$ cat config.mk
export PLATFORM = sky130hd
export DESIGN_NAME = smbios_structure_table_framer
export DESIGN_NICKNAME = d
export VERILOG_FILES = /design/src/smbios_pkg.sv /design/src/smbios_walk.sv /design/src/smbios_structure_table_framer.sv
export SDC_FILE = /design/constraint.sdc
export NUM_CORES = 1
export LEC_CHECK = 0
export ABC_AREA = 1
export BUFFER_PORTS_ARGS = -buffer_cell sky130_fd_sc_hd__buf_2
export CAP_MARGIN = 20
export CORE_MARGIN = 4
export CORE_UTILIZATION = 60
export DETAILED_ROUTE_END_ITERATION = 16
export PLACE_DENSITY_LB_ADDON = 0.3
export SLEW_MARGIN = 5
export SYNTH_ARGS = -nofsm -noshare
export SYNTH_HDL_FRONTEND = slang
export SYNTH_SLANG_ARGS = --single-unit
$ cat constraint.sdc
create_clock -name aclk -period 14.9 [get_ports aclk]
set_input_delay 2.98 -clock aclk [delete_from_list [all_inputs] [get_ports aclk]]
set_output_delay 2.98 -clock aclk [all_outputs]
set_load 0.03 [all_outputs]
$ cat src/smbios_pkg.sv
// shared types and constants for the smbios structure table framer
// no dependencies; imported by smbios_walk and the top level
package smbios_pkg;

    localparam int unsigned TABLE_W  = 16;
    localparam int unsigned MIN_HDR  = 4;
    localparam int unsigned APB_AW   = 3;
    localparam int unsigned APB_DW   = 32;

    // register indexes on the configuration port
    localparam logic REG_TABLE_LENGTH    = 1'b0;
    localparam logic REG_STRUCTURE_COUNT = 1'b1;

    typedef enum logic [2:0] {
        ROLE_TYPE       = 3'd0,
        ROLE_LENGTH     = 3'd1,
        ROLE_HANDLE     = 3'd2,
        ROLE_FORMATTED  = 3'd3,
        ROLE_STRING     = 3'd4,
        ROLE_STRING_END = 3'd5,
        ROLE_FINAL_ZERO = 3'd6,
        ROLE_IGNORED    = 3'd7
    } byte_role_t;

    typedef struct packed {
        logic [TABLE_W-1:0] table_length;
        logic [TABLE_W-1:0] structure_count;
    } cfg_t;

    typedef struct packed {
        logic [TABLE_W-1:0] structure_index;
        byte_role_t         byte_role;
        logic [7:0]         structure_type;
        logic [TABLE_W-1:0] offset_in_structure;
        logic [7:0]         string_number;
        logic               structure_complete;
        logic               structure_truncated;
        logic               table_done;
    } result_t;

endpackage

$ cat src/smbios_walk.sv
// walk state and per-byte classification of the structure table
// depends on smbios_pkg; state advances on every accepted byte
module smbios_walk import smbios_pkg::*; (
    input  logic        aclk,
    input  logic        aresetn,
    input  logic        accept,
    input  logic [7:0]  table_byte,
    input  logic        start_of_table,
    input  cfg_t        cfg,
    output result_t     result
);

    logic [TABLE_W-1:0] pos_reg, pos_next;
    logic [TABLE_W-1:0] seen_reg, seen_next;
    logic [TABLE_W-1:0] start_reg, start_next;
    logic [7:0]         flen_reg, flen_next;
    logic [7:0]         type_reg, type_next;
    logic [7:0]         str_reg, str_next;
    logic               pz_reg, pz_next;
    logic               active_reg, active_next;

    logic [TABLE_W-1:0] pos, seen, start;
    logic [7:0]         flen, ctype, cstr;
    logic               pz, active;
    logic [TABLE_W-1:0] off;
    logic [TABLE_W:0]   pos_ext, pos_plus1, pos_plus5, len_ext, next_seen;
    logic               ends;

    always_comb begin
        // start of table restarts from a cleared state
        pos    = start_of_table ? '0 : pos_reg;
        seen   = start_of_table ? '0 : seen_reg;
        start  = start_of_table ? '0 : start_reg;
        flen   = start_of_table ? '0 : flen_reg;
        ctype  = start_of_table ? '0 : type_reg;
        cstr   = start_of_table ? '0 : str_reg;
        pz     = start_of_table ? 1'b0 : pz_reg;
        active = start_of_table
            ? ((cfg.structure_count != '0) && (cfg.table_length >= TABLE_W'(MIN_HDR)))
            : active_reg;

        off       = pos - start;
        pos_ext   = {1'b0, pos};
        pos_plus1 = pos_ext + (TABLE_W+1)'(1);
        pos_plus5 = pos_ext + (TABLE_W+1)'(5);
        len_ext   = {1'b0, cfg.table_length};
        next_seen = {1'b0, seen} + (TABLE_W+1)'(1);
        ends      = 1'b0;

        result      = '0;
        pos_next    = pos;
        seen_next   = seen;
        start_next  = start;
        flen_next   = flen;
        type_next   = ctype;
        str_next    = cstr;
        pz_next     = pz;
        active_next = active;

        if (!active) begin
            result.byte_role  = ROLE_IGNORED;
            result.table_done = start_of_table;
        end else begin
            if (off == '0) begin
                type_next        = table_byte;
                flen_next        = '0;
                str_next         = '0;
                pz_next          = 1'b0;
                result.byte_role = ROLE_TYPE;
            end else if (off == TABLE_W'(1)) begin
                flen_next        = (table_byte < 8'(MIN_HDR)) ? 8'(MIN_HDR) : table_byte;
                result.byte_role = ROLE_LENGTH;
            end else if (off < TABLE_W'(MIN_HDR)) begin
                result.byte_role = ROLE_HANDLE;
            end else if (off < {8'd0, flen}) begin
                result.byte_role = ROLE_FORMATTED;
            end else begin
                // string area: entering it resets the string counter
                if (off == {8'd0, flen}) begin
                    str_next = 8'd1;
                    pz_next  = 1'b0;
                end
                if (table_byte == 8'd0) begin
                    if (pz_next) begin
                        result.byte_role = ROLE_FINAL_ZERO;
                        ends             = 1'b1;
                    end else begin
                        result.byte_role     = ROLE_STRING_END;
                        result.string_number = str_next;
                        pz_next              = 1'b1;
                        if (str_next != 8'hff) begin
                            str_next = str_next + 8'd1;
                        end
                    end
                end else begin
                    result.byte_role     = ROLE_STRING;
                    result.string_number = str_next;
                    pz_next              = 1'b0;
                end
            end

            result.structure_index     = seen;
            result.structure_type      = type_next;
            result.offset_in_structure = off;

            if (ends) begin
                result.structure_complete = 1'b1;
                seen_next = next_seen[TABLE_W-1:0];
                if ((next_seen < {1'b0, cfg.structure_count}) && (pos_plus5 <= len_ext)) begin
                    start_next = pos_plus1[TABLE_W-1:0];
                end else begin
                    result.table_done = 1'b1;
                    active_next       = 1'b0;
                end
            end else if (pos_plus1 >= len_ext) begin
                result.structure_truncated = 1'b1;
                result.table_done          = 1'b1;
                active_next                = 1'b0;
            end
            pos_next = pos_plus1[TABLE_W-1:0];
        end
    end

    always_ff @(posedge aclk) begin
        if (!aresetn) begin
            pos_reg    <= '0;
            seen_reg   <= '0;
            start_reg  <= '0;
            flen_reg   <= '0;
            type_reg   <= '0;
            str_reg    <= '0;
            pz_reg     <= 1'b0;
            active_reg <= 1'b0;
        end else if (accept) begin
            pos_reg    <= pos_next;
            seen_reg   <= seen_next;
            start_reg  <= start_next;
            flen_reg   <= flen_next;
            type_reg   <= type_next;
            str_reg    <= str_next;
            pz_reg     <= pz_next;
            active_reg <= active_next;
        end
    end

endmodule

$ cat src/smbios_structure_table_framer.sv
// smbios structure table framer: top level with apb registers and output stage
// depends on smbios_pkg and smbios_walk
//
// usage: table bytes enter one per transaction on the s_ channel, s_tdata the
// byte and s_tuser set on the first byte of a walk. every input transaction
// gives exactly one result transaction on the m_ channel telling the byte's
// role, structure index, type, offset and string number.
// table_length and structure_count are written over apb at 0x0 and 0x4 while
// the stream is idle; reads return the stored values.
// the result is registered and presented in the cycle after the byte is accepted.
// throughput: one byte per cycle while the output is not stalled; the walk state and
// the result register update in the same cycle, so bytes can arrive back to back.
// when m_tready is low the result holds in the output register and s_tready
// drops until it is taken; a byte is still accepted in the cycle the held
// result leaves.
// reset (aresetn low, synchronous) clears the registers, the walk state and
// the output valid; the block then ignores bytes until a start of table.
module smbios_structure_table_framer import smbios_pkg::*; (
    input  logic              aclk,
    input  logic              aresetn,
    input  logic              s_tvalid,
    output logic              s_tready,
    input  logic [7:0]        s_tdata,   // [7:0] table_byte
    input  logic              s_tuser,   // [0] start_of_table
    output logic              m_tvalid,
    input  logic              m_tready,
    output logic [47:0]       m_tdata,   // [15:0] structure_index, [23:16] structure_type,
                                         // [39:24] offset_in_structure, [47:40] string_number
    output logic [4:0]        m_tuser,   // [2:0] byte_role, [3] structure_complete,
                                         // [4] structure_truncated
    output logic              m_tlast,   // table_done
    input  logic              psel,
    input  logic              penable,
    input  logic              pwrite,
    input  logic [APB_AW-1:0] paddr,
    input  logic [APB_DW-1:0] pwdata,
    output logic [APB_DW-1:0] prdata,
    output logic              pready
);

    cfg_t    cfg_reg;
    result_t result;
    result_t out_reg;
    logic    out_valid_reg;
    logic    accept;
    logic    cfg_write;

    assign pready    = 1'b1;
    assign cfg_write = psel && penable && pwrite && pready;

    always_comb begin
        unique case (paddr[2])
            REG_TABLE_LENGTH:    prdata = {16'd0, cfg_reg.table_length};
            REG_STRUCTURE_COUNT: prdata = {16'd0, cfg_reg.structure_count};
            default:             prdata = '0;
        endcase
    end

    always_ff @(posedge aclk) begin
        if (!aresetn) begin
            cfg_reg <= '0;
        end else if (cfg_write) begin
            unique case (paddr[2])
                REG_TABLE_LENGTH:    cfg_reg.table_length    <= pwdata[TABLE_W-1:0];
                REG_STRUCTURE_COUNT: cfg_reg.structure_count <= pwdata[TABLE_W-1:0];
                default: ;
            endcase
        end
    end

    assign s_tready = !out_valid_reg || m_tready;
    assign accept   = s_tvalid && s_tready;

    smbios_walk u_walk (
        .aclk           (aclk),
        .aresetn        (aresetn),
        .accept         (accept),
        .table_byte     (s_tdata),
        .start_of_table (s_tuser),
        .cfg            (cfg_reg),
        .result         (result)
    );

    always_ff @(posedge aclk) begin
        if (!aresetn) begin
            out_valid_reg <= 1'b0;
        end else if (accept) begin
            out_valid_reg <= 1'b1;
        end else if (m_tready) begin
            out_valid_reg <= 1'b0;
        end
    end

    always_ff @(posedge aclk) begin
        if (accept) begin
            out_reg <= result;
        end
    end

    assign m_tvalid = out_valid_reg;
    assign m_tdata  = {out_reg.string_number, out_reg.offset_in_structure,
                       out_reg.structure_type, out_reg.structure_index};
    assign m_tuser  = {out_reg.structure_truncated, out_reg.structure_complete,
                       out_reg.byte_role};
    assign m_tlast  = out_reg.table_done;

endmodule

== Word-level counts from Yosys, hierarchy flattened ==
Index checks and enable logic that the tools add are counted.

* $add $sub $neg: 5
* Order comparisons: 7
* Equality and inequality tests: 3
* Mux-type cells: 73
* Bitwise logic cells: 2
* Reductions and logical operators: 15

{| class="wikitable"
|+ Operators with widths
! cell !! count
|-
| 8-bit 2-to-1 mux || 25
|-
| 16-bit 2-to-1 mux || 9
|-
| 32-bit case mux with 2 select lines || 1
|-
| 16-bit by 1-bit adder with 17-bit output (second input constant) || 2
|-
| 1-bit 2-to-1 mux || 31
|-
| 16-bit by 3-bit adder with 17-bit output (second input constant) || 1
|-
| 17-bit by 16-bit >= comparator with 1-bit output || 1
|-
| 17-bit by 16-bit less-or-equal comparator with 1-bit output || 1
|-
| 17-bit by 16-bit less-than comparator with 1-bit output || 1
|-
| 16-bit by 1-bit == test with 1-bit output (second input constant) || 1
|-
| 16-bit by 8-bit == test with 1-bit output || 1
|-
| 16-bit by 3-bit >= comparator with 1-bit output (second input constant) || 1
|-
| 16-bit logical NOT || 1
|-
| 16-bit by 3-bit less-than comparator with 1-bit output (second input constant) || 1
|-
| 16-bit by 8-bit less-than comparator with 1-bit output || 1
|-
| 16-bit nonzero test || 1
|-
| 16-bit subtractor || 1
|-
| 3-bit 2-to-1 mux || 4
|-
| 8-bit by 1-bit adder with 8-bit output (second input constant) || 1
|-
| 8-bit logical NOT || 1
|-
| 8-bit by 3-bit less-than comparator with 1-bit output (second input constant) || 1
|-
| 8-bit inequality test (second input constant) || 1
|-
| 2-bit 2-to-1 mux || 3
|-
| 1-bit logical AND || 5
|-
| 7 further kinds || 9
|}

* Bits in registers: 161
* Bits of input ports: 51
* Word-level logic and storage cells: 124

== Logic depth before layout (Yosys ltp) ==
* Depth in word-level cells: 18
* Mapped depth: 36
* Mapped depth without buffers: 31

== By module ==
Synthesis repeated with hierarchy kept, for this count alone.

* Cell total of the unflattened synthesis: 1707
* Area total of the unflattened synthesis: 11673.7 um2

{| class="wikitable"
|+ By module, submodules not included
! module !! times used !! cells each !! area each (um2) !! seq. area each (um2)
|-
| smbios_walk || 1 || 1381 || 8250.4 || 1481.4
|-
| smbios_structure_table_framer || 1 || 326 || 3423.3 || 2282.2
|}

== Least setup slack after synthesis ==
Ideal clock, no wire load.

* Path kind: in2reg
* Start point: input s_tuser
* End point: register u_walk.str_reg[4]
* Setup time: 0.119 ns
* Arrival: 7.178 ns
* Data required time: 14.781 ns
* Slack: 7.603 ns
* Cell stages on the path: 33
* Path buffers: 6
* Cells stage by stage: buf_6 > buf_6 > buf_2 > buf_1 > clkbuf_1 > nor2_1 > inv_1 > ha_1 > nand3_1 > nand2_1 > a21oi_1 > nand2_1 > xor2_1 > inv_1 > ha_1 > nand4_1 > or3_1 > inv_1 > nand3_2 > buf_2 > nand2_1 > inv_1 > ha_1 > inv_1 > nor2_1 > nand3_1 > nor2_1 > nand2_1 > nand2_1 > o21bai_1 > nand3_1 > nand2_1 > a21oi_1

* Cells in the longest elaborated chain, start to end: 18
* Elaborated cells on any way between the ends: 34
* Classes of those cells: add/sub (2); order compare (2); eq/ne (3); mux (26); reduce/logical (1)

{| class="wikitable"
|+ Ends and longest elaborated chain
! element !! RTL line !! text
|-
| start: declaration || smbios_structure_table_framer.sv:24 || <nowiki>input logic s_tuser,</nowiki>
|-
| 16-bit 2-to-1 mux (on tied branches) || smbios_walk.sv:31, smbios_walk.sv:33 ||
|-
| 16-bit subtractor (*) || smbios_walk.sv:42 || <nowiki>off = pos - start;</nowiki>
|-
| via u_walk.off[6] || smbios_walk.sv:25 || <nowiki>logic [TABLE_W-1:0] off;</nowiki>
|-
| 16-bit by 8-bit == test with 1-bit output || smbios_walk.sv:79 || <nowiki>if (off == {8'd0, flen}) begin</nowiki>
|-
| 8-bit 2-to-1 mux || smbios_walk.sv:79 ||
|-
| 8-bit 2-to-1 mux || smbios_walk.sv:75 || <nowiki>end else if (off < {8'd0, flen}) begin</nowiki>
|-
| 8-bit 2-to-1 mux || smbios_walk.sv:73 || <nowiki>end else if (off < TABLE_W'(MIN_HDR)) begin</nowiki>
|-
| 8-bit 2-to-1 mux || smbios_walk.sv:70 || <nowiki>end else if (off == TABLE_W'(1)) begin</nowiki>
|-
| (+3 left out) || - ||
|-
| 8-bit 2-to-1 mux || smbios_walk.sv:91 || <nowiki>if (str_next != 8'hff) begin</nowiki>
|-
| 8-bit 2-to-1 mux || smbios_walk.sv:84 || <nowiki>if (pz_next) begin</nowiki>
|-
| 8-bit 2-to-1 mux || smbios_walk.sv:83 || <nowiki>if (table_byte == 8'd0) begin</nowiki>
|-
| 8-bit 2-to-1 mux || smbios_walk.sv:75 ||
|-
| 8-bit 2-to-1 mux || smbios_walk.sv:73 ||
|-
| 8-bit 2-to-1 mux || smbios_walk.sv:70 ||
|-
| 8-bit 2-to-1 mux (*) || smbios_walk.sv:64 || <nowiki>if (off == '0) begin</nowiki>
|-
| 8-bit 2-to-1 mux (*) || smbios_walk.sv:60 || <nowiki>if (!active) begin</nowiki>
|-
| end signal: assignment || smbios_walk.sv:140 || <nowiki>str_reg <= str_next;</nowiki>
|-
| end: declaration || smbios_walk.sv:18 || <nowiki>logic [7:0] str_reg, str_next;</nowiki>
|}

The timed path passes the listed nets; every way through them passes the cells marked *. The select of a mux whose other input is x is not followed.
A chain may end at the register's enable or synchronous reset.

== Worst setup path in the final report ==
Same ends and word-level chain as after synthesis.

==> impl_results.md <==
- Critical path class: input pin to flop
- Worst-path clk slew: 0.07 ns
- Largest net degree at the start of global routing: 86
- Diode count: 0
- Post-synthesis sequential area ratio: 33.55%
- Seq cells post-synth: 161
- Complex-gate fraction of the synthesized area: 20.49%
- Multiplexer share of the synthesized area: 0%
- Pleak: 5.737 nW
- Number of synthesized flops with an enable pin: 54
- Starting density of the core: 61.82%
- Maximum vdd drop: 88.97 uV
- Combinational group share of total power: 23.9%
- GRT Util Overall: 29.60%
- Layout cell share with drive strength beyond 1: 13.64%
- Synth area leader: dfxtp_1
- Buffers on Ports: 104
- CTS tree: done
- WP data required: 15.22 ns
- DR WL/cell: 16.53 um
- CTS buffer count: 17
- Number of global-route vias before repair: 10,086
- DIE WIDTH: 144.7 um
- Status: finished, final reports clean
- Core ar.: 18,150 um2
- Initial antenna violation count: 0
- DP Worst Slack: 6.802 ns
- Clock root cell: clkbuf_16
- XOR/XNOR share of the synthesized area: 3.045%
- Fin. max-slew vios: 0
- CP Capture Type: flop
- Count of cell types in the netlist: 60
- Worst path max stage delay: 0.59 ns
- Max frequency: 128.1 MHz
- CTS resizes: 0
- Switch Pwr: 426.6 uW
- Area of the die: 20,950 um2
- Clk_lat worst skew: 0.44 ns
- CTS Buffer Depth: 2
- Async SR Flop Fraction: 0%
- P&R area growth vs syn: 9.703%
- Detail Route Antenna Nets: 0
- Overflow after GRT: 0
- CP arrival: 8.13 ns
- Max-slew headroom: 27.03%
- PwrDens: 101.5 nW/um2
- Sw Ratio: 34.14%
- Final critical-path setup slack: 7.094 ns
- IO Count: 140
- Clock power frac: 36.3%
- Hold Crit Class: flop to flop
- Largest family of logic cells by synthesized area: simple AND/OR/NAND/NOR gates
- Post-Synth Simple-Gate Area: 23.40%
- Yosys top cell area share: 19.09%
- CTS HTree Levels: 4
- Final wirelength: 31.07 mm
- Synth warn: 0
- Clock Skew: 0.01429 ns
- FP Rows: 49
- Routability cong.: 0.9881
- Worst-Margin Slew: 1.093 ns
- Total negative slack: 0 ns
- Mean number of vias per cell: 5.832
- Commonest register cell after synthesis: dfxtp_1
- Final min period: 7.806 ns
- Clk sinks: 161
- Post-CTS Setup Repair Bufs: 0
- Remaining DRCs: 0
- Worst Path Max Fanout: 62
- Synth Area in Adders: 7.540%
- DR iter-0 viols: 1,166
- Synthesized area per cell: 7.127 um2
- Die Span Y: 144.7 um
- Top-count cell post-synth: nand2_1
- DR pass1 iterations: 8
- Part of the power in registers: 39.8%
- Most instantiated cells after synthesis: nand2_1 (272), inv_1 (218), a21oi_1 (186)
- Netlist Area Pre-Place: 11,220 um2
- Post-DP HPWL: 21.65 mm
- Final period utilization: 52.39%
- Synth top area cells: dfxtp_1 (19%), edfxtp_1 (14%), nand2_1 (9.1%)
- Critical Path Source Type: input pin
- RSZ-0062 raised after global routing: no
- First-pass GRT wire length: 49.59 mm
- Number of flip-flops in the largest register: 48
- Post-CTS Hold Buffers: 0
- Hold Vio Cnt, Final: 0
- DR vias: 10,958
- Crit path max-delay cell type: buf_4
- Pint: 823.0 uW
- Syn Inst Count: 1,574
- Nets: 1,755
- Max Cap Viol: 0
- Setup violators final: 0
==> area by class of cell <==
cell class              count  area [um2]
multi-input cells        1110        6177
fillers                  1561        5841
flip-flops and latches    161        3764
inverters                 235       890.9
repair buffers            112       580.6
clock buffers              18       429.2
well taps                 229       286.5
clock inverters            14       178.9
==> stage by stage <==
stage	total power [mW]	instances	instance area [um2]	utilization (%)	hold slack, ns
finish	1.250	1879	12310	67.82	0.4710
global route	1.305	1879	12310	67.82	0.4820
CTS	1.246	1879	12310	67.82	0.4708
detailed placement	0.7978	1847	11700	64.46	0.4618
global placement	0.7908	1847	11700	64.46	0.4523
floorplan	0.7283	1589	11270	-	0.4440
==> placed cells by master (no fill, tap or decap), types with 3 or more instances in the layout <==
cell,count
nand2_1,271
inv_1,217
a21oi_1,186
nor2_1,142
o21ai_0,113
dfxtp_1,107
buf_2,104
ha_1,66
nand3_1,58
edfxtp_1,54
xor2_1,36
nor3_1,22
nand4_1,22
o21ai_1,19
conb_1,17
clkbuf_16,17
inv_2,16
o211ai_1,14
a31oi_1,14
a221oi_1,14
nor2_2,12
o22ai_1,11
nand2_2,10
a21oi_2,10
nor4_1,9
o21bai_1,8
buf_4,8
nor2_4,7
nand3_2,6
nand2_4,5
a211oi_1,4
inv_8,3
xnor2_1,3
nor3_2,3
clkinv_4,3
==> layer usage <==
layer	wire length, um	up-vias	share of wire, %	global-route usage [%]
li1	-	5349	-	-
met1	12920	5019	42	39.78
met2	14700	527	47	49.04
met3	2670	63	8.6	4.436
met4	782	0	2.5	10.01
met5	0	-	0	0
==> cells by family (layout without fill, tap and decap cells) <==
group / after synthesis / after routing
AOI/OAI and AO/OA: 408 / 408
DFF: 161 / 161
xor gates and xnor gates: 39 / 39
buffers and inverters: 318 / 379
adders and majority gates: 67 / 67
and+or+nand+nor: 579 / 579
other: 2 / 17
==> power by group through the flow <==
stage / clock, mW / combinational [mW] / sequential [mW]
finish: 0.454 / 0.299 / 0.497
global route: 0.473 / 0.332 / 0.500
CTS: 0.455 / 0.295 / 0.496
detailed placement: 0 / 0.292 / 0.506
global placement: 0 / 0.286 / 0.505
floorplan: 0 / 0.201 / 0.527
==> worst max-delay path: cells and delay by family <==
family,cells,cell delay (ns)
AO/OA/AOI/OAI,2,0.23
XOR/XNOR,1,0.35
adder cells (fa/ha/maj),4,0.95
buffers and inverters,9,1.41
AND/OR/NAND/NOR,14,2.11
==> path summary, 6_finish.rpt <==
kind / startpoint / endpoint / slack (ns) / cells after the start
hold reg to reg: u_walk.seen_reg[14] / u_walk.seen_reg[14] / 0.47 / 2
hold / removal: u_walk.seen_reg[14] / u_walk.seen_reg[14] / 0.47 / 2
setup / recovery: s_tuser / u_walk.str_reg[4] / 7.09 / 30
setup reg to reg: u_walk.pos_reg[0] / u_walk.str_reg[4] / 10.05 / 28
(Power assumes the default switching activity.)
